**src/descending_time_record_sorter_macros.svh**
```systemverilog
// Assertion macros used by the descending time record sorter RTL.
`ifndef DESCENDING_TIME_RECORD_SORTER_MACROS_SVH
`define DESCENDING_TIME_RECORD_SORTER_MACROS_SVH

`ifndef SYNTHESIS
// Check prop at every clock edge outside reset.
`define DTRS_ASSERT(lbl, prop, msg) \
    lbl: assert property (@(posedge clk) disable iff (!rst_n) (prop)) else $error(msg);
// Check that cons holds in the cycle after ante.
`define DTRS_ASSERT_NEXT(lbl, ante, cons, msg) \
    lbl: assert property (@(posedge clk) disable iff (!rst_n) (ante) |=> (cons)) \
        else $error(msg);
`else
`define DTRS_ASSERT(lbl, prop, msg)
`define DTRS_ASSERT_NEXT(lbl, ante, cons, msg)
`endif

`endif

```
**src/dtrs_pkg.sv**
```systemverilog
// Types and constants of the descending time record sorter.
package dtrs_pkg;

    localparam int TIME_W = 34;
    localparam int TAG_W  = 16;

    // Input word: one record of the list.
    typedef struct packed {
        logic [TIME_W-1:0] mod_time;
        logic [TAG_W-1:0]  entry_tag;
        logic              last_entry;
    } in_word_t;

    // Result word: one record of the sorted list.
    typedef struct packed {
        logic [TIME_W-1:0] sorted_time;
        logic [TAG_W-1:0]  sorted_tag;
        logic              last_out;
        logic              overflow;
    } out_word_t;

    // Control broadcast to every cell of the chain.
    typedef struct packed {
        logic insert;
        logic drain;
    } cell_ctl_t;

    typedef enum logic {
        ST_FILL,
        ST_DRAIN
    } state_t;

endpackage

```
**src/dtrs_cell.sv**
```systemverilog
// One cell of the sorting chain: holds a record, inserts or shifts it along.
module dtrs_cell #(
    parameter int TAG_KEEP = 16
) (
    input  logic                      clk,
    input  logic                      rst_n,
    input  dtrs_pkg::cell_ctl_t       ctl,
    input  logic [dtrs_pkg::TIME_W-1:0] new_time,
    input  logic [TAG_KEEP-1:0]       new_tag,
    input  logic                      prev_ge,
    input  logic                      prev_valid,
    input  logic [dtrs_pkg::TIME_W-1:0] prev_time,
    input  logic [TAG_KEEP-1:0]       prev_tag,
    input  logic                      next_valid,
    input  logic [dtrs_pkg::TIME_W-1:0] next_time,
    input  logic [TAG_KEEP-1:0]       next_tag,
    output logic                      ge,
    output logic                      valid,
    output logic [dtrs_pkg::TIME_W-1:0] time_key,
    output logic [TAG_KEEP-1:0]       tag
);
    import dtrs_pkg::*;

    logic                valid_reg, valid_next;
    logic [TIME_W-1:0]   time_reg, time_next;
    logic [TAG_KEEP-1:0] tag_reg, tag_next;

    // New record goes after this one when its key is not newer.
    assign ge = valid_reg && (time_reg >= new_time);

    // Take the new record, the left neighbor's record, or the right one.
    always_comb
    begin
        valid_next = valid_reg;
        time_next  = time_reg;
        tag_next   = tag_reg;
        if (ctl.drain)
        begin
            valid_next = next_valid;
            time_next  = next_time;
            tag_next   = next_tag;
        end
        else if (ctl.insert)
        begin
            if (!prev_ge)
            begin
                valid_next = prev_valid;
                time_next  = prev_time;
                tag_next   = prev_tag;
            end
            else if (!ge)
            begin
                valid_next = 1'b1;
                time_next  = new_time;
                tag_next   = new_tag;
            end
        end
    end

    always_ff @(posedge clk or negedge rst_n)
    begin
        if (!rst_n)
        begin
            valid_reg <= 1'b0;
        end
        else
        begin
            valid_reg <= valid_next;
        end
    end

    // Payload needs no reset.
    always_ff @(posedge clk)
    begin
        time_reg <= time_next;
        tag_reg  <= tag_next;
    end

    assign valid    = valid_reg;
    assign time_key = time_reg;
    assign tag      = tag_reg;

endmodule

```
**src/descending_time_record_sorter.sv**
```systemverilog
// Stable descending insertion sorter: a chain of DEPTH cells, newest record first.
// All cells compare against each record taken and shift in parallel.
// On the record marked last, its N held words come out one per cycle from cell 0,
// the first in the cycle after it is taken; busy stays high while they come out.
// Results cannot be stalled.
// Reset (rst_n low, asynchronous) empties every cell and clears count and overflow.
`include "descending_time_record_sorter_macros.svh"
module descending_time_record_sorter #(
    parameter int DEPTH    = 32,
    parameter int TAG_BITS = 16
) (
    input  logic                clk,
    input  logic                rst_n,
    input  logic                start,
    output logic                busy,
    input  dtrs_pkg::in_word_t  item,
    output logic                result_strobe,
    output dtrs_pkg::out_word_t result
);
    import dtrs_pkg::*;

    localparam int TAG_KEEP = (TAG_BITS < TAG_W) ? TAG_BITS : TAG_W;
    localparam int CNT_W    = $clog2(DEPTH + 1);

    state_t            state_reg, state_next;
    logic [CNT_W-1:0]  count_reg, count_next;
    logic              dropped_reg, dropped_next;

    logic              accept;
    logic              full;
    cell_ctl_t         ctl;

    logic                cell_ge    [DEPTH];
    logic                cell_valid [DEPTH];
    logic [TIME_W-1:0]   cell_time  [DEPTH];
    logic [TAG_KEEP-1:0] cell_tag   [DEPTH];

    assign accept = start && !busy;
    assign full   = (count_reg == CNT_W'(DEPTH));

    // Next state, count and overflow flag.
    always_comb
    begin
        state_next   = state_reg;
        count_next   = count_reg;
        dropped_next = dropped_reg;
        case (state_reg)
            ST_FILL:
            begin
                if (accept)
                begin
                    if (full)
                    begin
                        dropped_next = 1'b1;
                    end
                    else
                    begin
                        count_next = count_reg + CNT_W'(1);
                    end
                    if (item.last_entry)
                    begin
                        state_next = ST_DRAIN;
                    end
                end
            end
            ST_DRAIN:
            begin
                count_next = count_reg - CNT_W'(1);
                if (count_reg == CNT_W'(1))
                begin
                    state_next   = ST_FILL;
                    dropped_next = 1'b0;
                end
            end
            default:
            begin
                state_next = ST_FILL;
            end
        endcase
    end

    // Outputs and cell control.
    always_comb
    begin
        busy          = 1'b0;
        result_strobe = 1'b0;
        ctl.insert    = 1'b0;
        ctl.drain     = 1'b0;
        case (state_reg)
            ST_FILL:
            begin
                ctl.insert = accept && !full;
            end
            ST_DRAIN:
            begin
                busy          = 1'b1;
                result_strobe = 1'b1;
                ctl.drain     = 1'b1;
            end
            default:
            begin
                busy = 1'b1;
            end
        endcase
    end

    always_ff @(posedge clk or negedge rst_n)
    begin
        if (!rst_n)
        begin
            state_reg   <= ST_FILL;
            count_reg   <= '0;
            dropped_reg <= 1'b0;
        end
        else
        begin
            state_reg   <= state_next;
            count_reg   <= count_next;
            dropped_reg <= dropped_next;
        end
    end

    // Build the chain; cell 0 holds the newest record.
    genvar gi;
    generate
        for (gi = 0; gi < DEPTH; gi++)
        begin : g_cell
            logic                pge;
            logic                pvalid;
            logic [TIME_W-1:0]   ptime;
            logic [TAG_KEEP-1:0] ptag;
            logic                nvalid;
            logic [TIME_W-1:0]   ntime;
            logic [TAG_KEEP-1:0] ntag;

            if (gi == 0)
            begin : g_head
                assign pge    = 1'b1;
                assign pvalid = 1'b0;
                assign ptime  = '0;
                assign ptag   = '0;
            end
            else
            begin : g_body
                assign pge    = cell_ge[gi-1];
                assign pvalid = cell_valid[gi-1];
                assign ptime  = cell_time[gi-1];
                assign ptag   = cell_tag[gi-1];
            end

            if (gi == DEPTH - 1)
            begin : g_tail
                assign nvalid = 1'b0;
                assign ntime  = '0;
                assign ntag   = '0;
            end
            else
            begin : g_link
                assign nvalid = cell_valid[gi+1];
                assign ntime  = cell_time[gi+1];
                assign ntag   = cell_tag[gi+1];
            end

            dtrs_cell #(
                .TAG_KEEP (TAG_KEEP)
            ) u_cell (
                .clk        (clk),
                .rst_n      (rst_n),
                .ctl        (ctl),
                .new_time   (item.mod_time),
                .new_tag    (item.entry_tag[TAG_KEEP-1:0]),
                .prev_ge    (pge),
                .prev_valid (pvalid),
                .prev_time  (ptime),
                .prev_tag   (ptag),
                .next_valid (nvalid),
                .next_time  (ntime),
                .next_tag   (ntag),
                .ge         (cell_ge[gi]),
                .valid      (cell_valid[gi]),
                .time_key   (cell_time[gi]),
                .tag        (cell_tag[gi])
            );
        end
    endgenerate

    // Present the head cell as the result word.
    always_comb
    begin
        result.sorted_time = cell_time[0];
        result.sorted_tag  = TAG_W'(cell_tag[0]);
        result.last_out    = result_strobe && (count_reg == CNT_W'(1));
        result.overflow    = result_strobe && dropped_reg;
    end

    `DTRS_ASSERT(a_count_bound, count_reg <= CNT_W'(DEPTH), "held count above depth")
    `DTRS_ASSERT(a_head_valid, !result_strobe || cell_valid[0], "result word from empty cell")
    `DTRS_ASSERT_NEXT(a_last_ends, result.last_out, !busy && !cell_valid[0],
        "store not empty after final word")
    `DTRS_ASSERT_NEXT(a_last_starts, accept && item.last_entry, result_strobe,
        "no result after final record")

endmodule

```
**config.mk**
```make
export PLATFORM = sky130hd
export DESIGN_NAME = descending_time_record_sorter
export DESIGN_NICKNAME = d
export VERILOG_FILES = /design/src/dtrs_pkg.sv /design/src/dtrs_cell.sv /design/src/descending_time_record_sorter.sv
export VERILOG_INCLUDE_DIRS = /design/src /design/src/src
export SDC_FILE = /design/constraint.sdc
export NUM_CORES = 2
export LEC_CHECK = 0
export BUFFER_PORTS_ARGS = -buffer_cell sky130_fd_sc_hd__buf_2
export CAP_MARGIN = 10
export CELL_PAD_IN_SITES_DETAIL_PLACEMENT = 0
export CELL_PAD_IN_SITES_GLOBAL_PLACEMENT = 1
export CORE_MARGIN = 1
export CORE_UTILIZATION = 52
export DETAILED_ROUTE_END_ITERATION = 8
export GPL_TIMING_DRIVEN = 0
export PLACE_DENSITY_LB_ADDON = 0.1
export SYNTH_ARGS = -nofsm -noshare
export SYNTH_HDL_FRONTEND = slang
export SYNTH_HIERARCHICAL = 1
export SYNTH_SLANG_ARGS = --single-unit
export TNS_END_PERCENT = 5
```
**constraint.sdc**
```tcl
create_clock -name clk -period 12 [get_ports clk]
set_input_delay 0.6 -clock clk [delete_from_list [all_inputs] [get_ports clk]]
set_output_delay 0.6 -clock clk [all_outputs]
set_load 0.02 [all_outputs]
```
# [After elaboration in Yosys (flattened, before gate mapping)]
# Index checks and enable logic that the tools add are counted.
[totals] in_bits=54 elab_cells=637 reg_bits=1640 output_inout_bits=54
[op_classes] reduce_logical=74 addsub=2 n_eq_ne=39 n_mux=390 n_bitwise=1 n_lt_le_gt_ge=32
[ops] cell="2-to-1 mux 34 bit" count=125
[ops] cell="2-to-1 mux 16 bit" count=125
[ops] cell=">= comparator 34 bit" count=32
[ops] cell="2-to-1 mux 1 bit" count=135
[ops] cell="inequality test 3 bit, second input constant" count=31
[ops] cell="AND reduction 2 bit" count=34
[ops] cell="logical AND 1 bit" count=36
[ops] cell="2-to-1 mux 6 bit" count=2
[ops] cell="case mux 6 bit (2 select lines)" count=1
[ops] cell="inequality test 2 bit, second input constant" count=5
[ops] cell="adder 6 x 1 -> 6 bit, second input constant" count=1
[ops] cell="== test 6 x 1 -> 1 bit, second input constant" count=1
[ops] cell="== test 6 bit, second input constant" count=1
[ops] cell="subtractor 6 x 1 -> 6 bit, second input constant" count=1
[ops] cell="case mux 1 bit (2 select lines)" count=2
[ops] cell="AND reduction 3 bit" count=1
[ops] cell="logical NOT 1 bit" count=2
[ops] cell="inequality test 2 x 1 -> 1 bit, second input constant" count=1
[ops] cell="nonzero test 2 bit" count=1
[ops] cell="NOT 1 bit" count=1

# [Depth between registers and ports, before layout]
[depth] depth_word=7 ltp_mapped=13 mapped_depth_nobuf=12

# [By module]
# Netlist, hierarchy kept.
[by_module_without_submodules] mod="dtrs_cell" area_each_um2=3415.8 cells_per_inst=346 instances=32 seq_area_each_um2=1526.5
[by_module_without_submodules] mod="descending_time_record_sorter" area_each_um2=529.3 cells_per_inst=51 instances=1 seq_area_each_um2=200.2

# [Least setup slack after synthesis]
# OpenSTA, ideal clock, no wires.
[synth_path] path_kind="register to register" from="register state_reg" to="register g_cell[0].u_cell.tag_reg[0], enable pin" setup_slack_ns=3.575 stages_incl_launch_ff=4 path_buffers=1 t_arrival_ns=8.014 synth_period_minus_slack_ns=8.425 cell_sequence="dfrtp_1 buf_2 nor3_1 o22a_1"
[synth_lines] item="start, declared" line="descending_time_record_sorter.sv:25" text="state_t state_reg, state_next;"
[synth_lines] item="start signal, assigned" line="descending_time_record_sorter.sv:117" text="state_reg <= state_next;"
[synth_lines] item="end signal, assigned" line="dtrs_cell.sv:76" text="tag_reg <= tag_next;"
[synth_lines] item="end, declared" line="dtrs_cell.sv:26" text="logic [TAG_KEEP-1:0] tag_reg, tag_next;"

==> metrics list <==
- Data on the critical path is required at its endpoint by 12.59 ns.
* Root Driver: clkbuf_16
- Setup violations remaining at the end of the flow were counted as 0.
- Headroom to the max-slew limit came out at 8.82%.
- The number of pins exceeding their max-slew limit in the final report came to 0.
* All-layer global routing usage: 32.0%
- Switching power share of the total: 42.2%
- Final critical path time including I/O delays and setup: 4.80 ns
- Between clock sinks in the finished design, the worst skew comes to 0.0283 ns.
- At the end of routability-driven placement, the weighted congestion stood at 0.881.
- Initial core utilization: 52.4%
* Area of all placed cells without fillers: 122,000 sq um
- Cts repair resizes: 0
- In this run the count of I/O pins placed on the die edge is 108.
- Power share of the clock group: 16.8%
- The worst-case IR drop observed on VDD is 0.000206 V.
- Total overflow reported by the global router: 0
- Summed over all cells, the static leakage comes to 53.9 nW.
- Post-Place Setup Slack: 6.55 ns
- The first global-routing pass estimated 525,000 um of wire.
- Clock tree synthesis inserted a total of 188 buffers.
* Relative contribution of combinational cells to total power: 41.6%
- The tool flagged a number of max-cap violations equal to 0.
- Via count: 87,400
- Average via count per standard cell: 6.00
* Clock latency on the worst-skew pair: 0.86 ns
- Setup_tns: 0 ns
- Placeable core region: 210,000 sq um
* HPWL after DPL: 269,000 um
* Final worst-path setup slack: 7.20 ns
- STA classifies the critical path startpoint as a register.
* Post-detailed-placement cell area: 116,000 sq um
- The synthesized netlist occupies a cell area of 110,000 sq um.
* Data arrival time of the critical path: 5.38 ns
- Count of buffers inserted at the top-level ports: 107
- The largest single stage delay on the critical path is 0.68 ns.
- Post-route clock period utilization: 40.0%
- Share of total power in sequential cells: 41.6%
* Total length of routed wires: 348,000 um
- For this design, the CTS-stage hold fixing added 2 buffers.
- The flow ran to the end, and the final reports show no timing, DRC or antenna violations.
* Final net count: 12,700
* Syn. warnings: 6
* Number of buffers on the longest clock path: 3
- Power density over the cells: 277 nW/um^2
* Endpoints failing hold: 0
- At the pin with the least slew margin, the transition time is 1.37 ns.
- After clock tree synthesis, the setup repair step added 0 buffers.
- Max FFs per register: 1,088
- The signal on the critical path passes through ha_1 > nand4_1 > or4_1 > nor4_1 > a211oi_1 > nor2b_1 > clkbuf_1 > buf_2 > nand3b_1 > o22a_2 > buf_12.
* Drt initial violations: 6,711
- First-pass iteration count of the detailed router: 7
- In this run the horizontal extent of the chip is 462 um.
* Initial antenna violation count: 3
- Post-CTS clock slew at the launch and capture registers of the worst setup and hold paths: 0.06 ns
- Relative to the synthesized area, the layout overhead comes to 11.0%.
- The clock tree synthesis step divided the H-tree into 4 levels.
- In this run the worst path has a maximum fanout of 29.
- Unrepaired setup endpoints after global routing: false
* Filler cell count in the final layout: 18,600
* Internal power summed over all cells: 19.5 mW
- Based on the critical path, the design can be clocked at up to 208 MHz.
- Cell with the largest stage delay on the worst path: or4_1
- # clock sinks: 1,640
* Post-Syn Area per Cell: 9.87 sq um
- The die covers 213,000 sq um.
- Worst R2R Setup Slack: 7.20 ns
- Category of the worst setup path capture point: register
- The floorplan has 168 rows.
- In the final routed layout, each cell accounts on average for 23.9 um.
- After technology mapping, the gate count stands at 11,100.
- Summed over all nets, the switching power comes to 14.2 mW.
- The design draws 33.8 mW.
- Of the cells placed in the final design, the portion with a size suffix greater than 1 is 5.75%.
* Detailed-route DRC error count: 0
* Via count of the first global-routing pass: 91,000
- Hold Crit Class: in -> reg
- Pin count of the biggest net entering global routing: 65
- Die height: 462 um
- The detail route stage leaves a number of antenna-violating nets equal to 0.
* TritonCTS clock tree: done
- Path type of the worst setup path: reg -> reg
path summary, 6_finish.rpt:
path                                           startpoint                         to  cells past startpoint
max                        g_cell[15].u_cell/time_key[33]  g_cell[16].u_cell/tag[13]                     11
min                                                 start                  state_reg                      3
max reg2reg                g_cell[15].u_cell/time_key[33]  g_cell[16].u_cell/tag[13]                     11
min reg2reg                                   dropped_reg                dropped_reg                      2
max in group asynchronous                           rst_n    g_cell[29].u_cell/valid                      3
min in group asynchronous                           rst_n    g_cell[13].u_cell/valid                      2
layout by cell type (no fill, tap or decap), drive strengths merged, types with 2 or more instances in the layout:
cell and instances:
a211oi 96, a21o 96, a21oi 484, a32oi 2, buf 375, bufinv 11
clkbuf 605, clkinv 71, clkinvlp 4, conb 103, dfrtp 40, dlygate4sd3 2
edfxtp 1600, ha 1092, inv 1131, mux2i 1602, nand2 1856, nand2b 32
nand3 33, nand3b 32, nand4 227, nor2 132, nor2b 63, nor3 34
nor4 32, o21ai 1857, o22a 32, o31ai 32, or4 65, xnor2 2
xor2 3
routing by layer:
metal | track usage, % | share of wire, % | vias up
li1 | - | - | 40800
met1 | 38.4 | 40 | 42900
met2 | 56.7 | 50 | 2854
met3 | 6.86 | 6.9 | 802
met4 | 10.8 | 3.2 | 0
met5 | 0 | 0 | -
power groups by stage:
| stage | logic [mW] | registers, mW | clock network, mW |
|---|---|---|---|
| 2_1_floorplan | 9.95 | 12.3 | 0 |
| 3_3_place_gp | 13.0 | 14.3 | 0 |
| 3_5_place_dp | 13.8 | 14.1 | 0 |
| 4_1_cts | 13.9 | 14.0 | 5.77 |
| 5_1_grt | 15.7 | 14.3 | 5.97 |
| 6_report | 14.0 | 14.1 | 5.67 |
cell type report:
cell class	count	area, sq um	area share, %
Clock buffer	253	5080	4.17
Tap cell	2805	3510	2.88
Clock inverter	93	836	0.686
Inverter	1124	4220	3.46
Buffer	546	2290	1.88
Timing Repair Buffer	183	2240	1.83
Multi-Input combinational cell	7913	54700	44.9
Antenna cell	1	2.50	0.00205
Sequential cell	1640	49100	40.2
critical path, delay by kind of cell (launching register included):
| family | cells | cell delay, ns |
|---|---|---|
| AOI/OAI and AO/OA | 2 | 0.62 |
| and+or+nand+nor | 5 | 1.66 |
| DFF | 1 | 0.58 |
| buffers and inverters | 3 | 1.25 |
| adders and majority gates | 1 | 0.38 |
metrics by stage:
stage               instances  util, %  hold slack [ns]
floorplan               11200        -            0.304
global placement        14100     54.5            0.487
detailed placement      14200     55.3            0.497
CTS                     14600     58.1           0.0135
global route            14600     58.1           0.0505
finish                  14600     58.1           0.0686
Note: power is estimated with default switching activity, not from simulation.
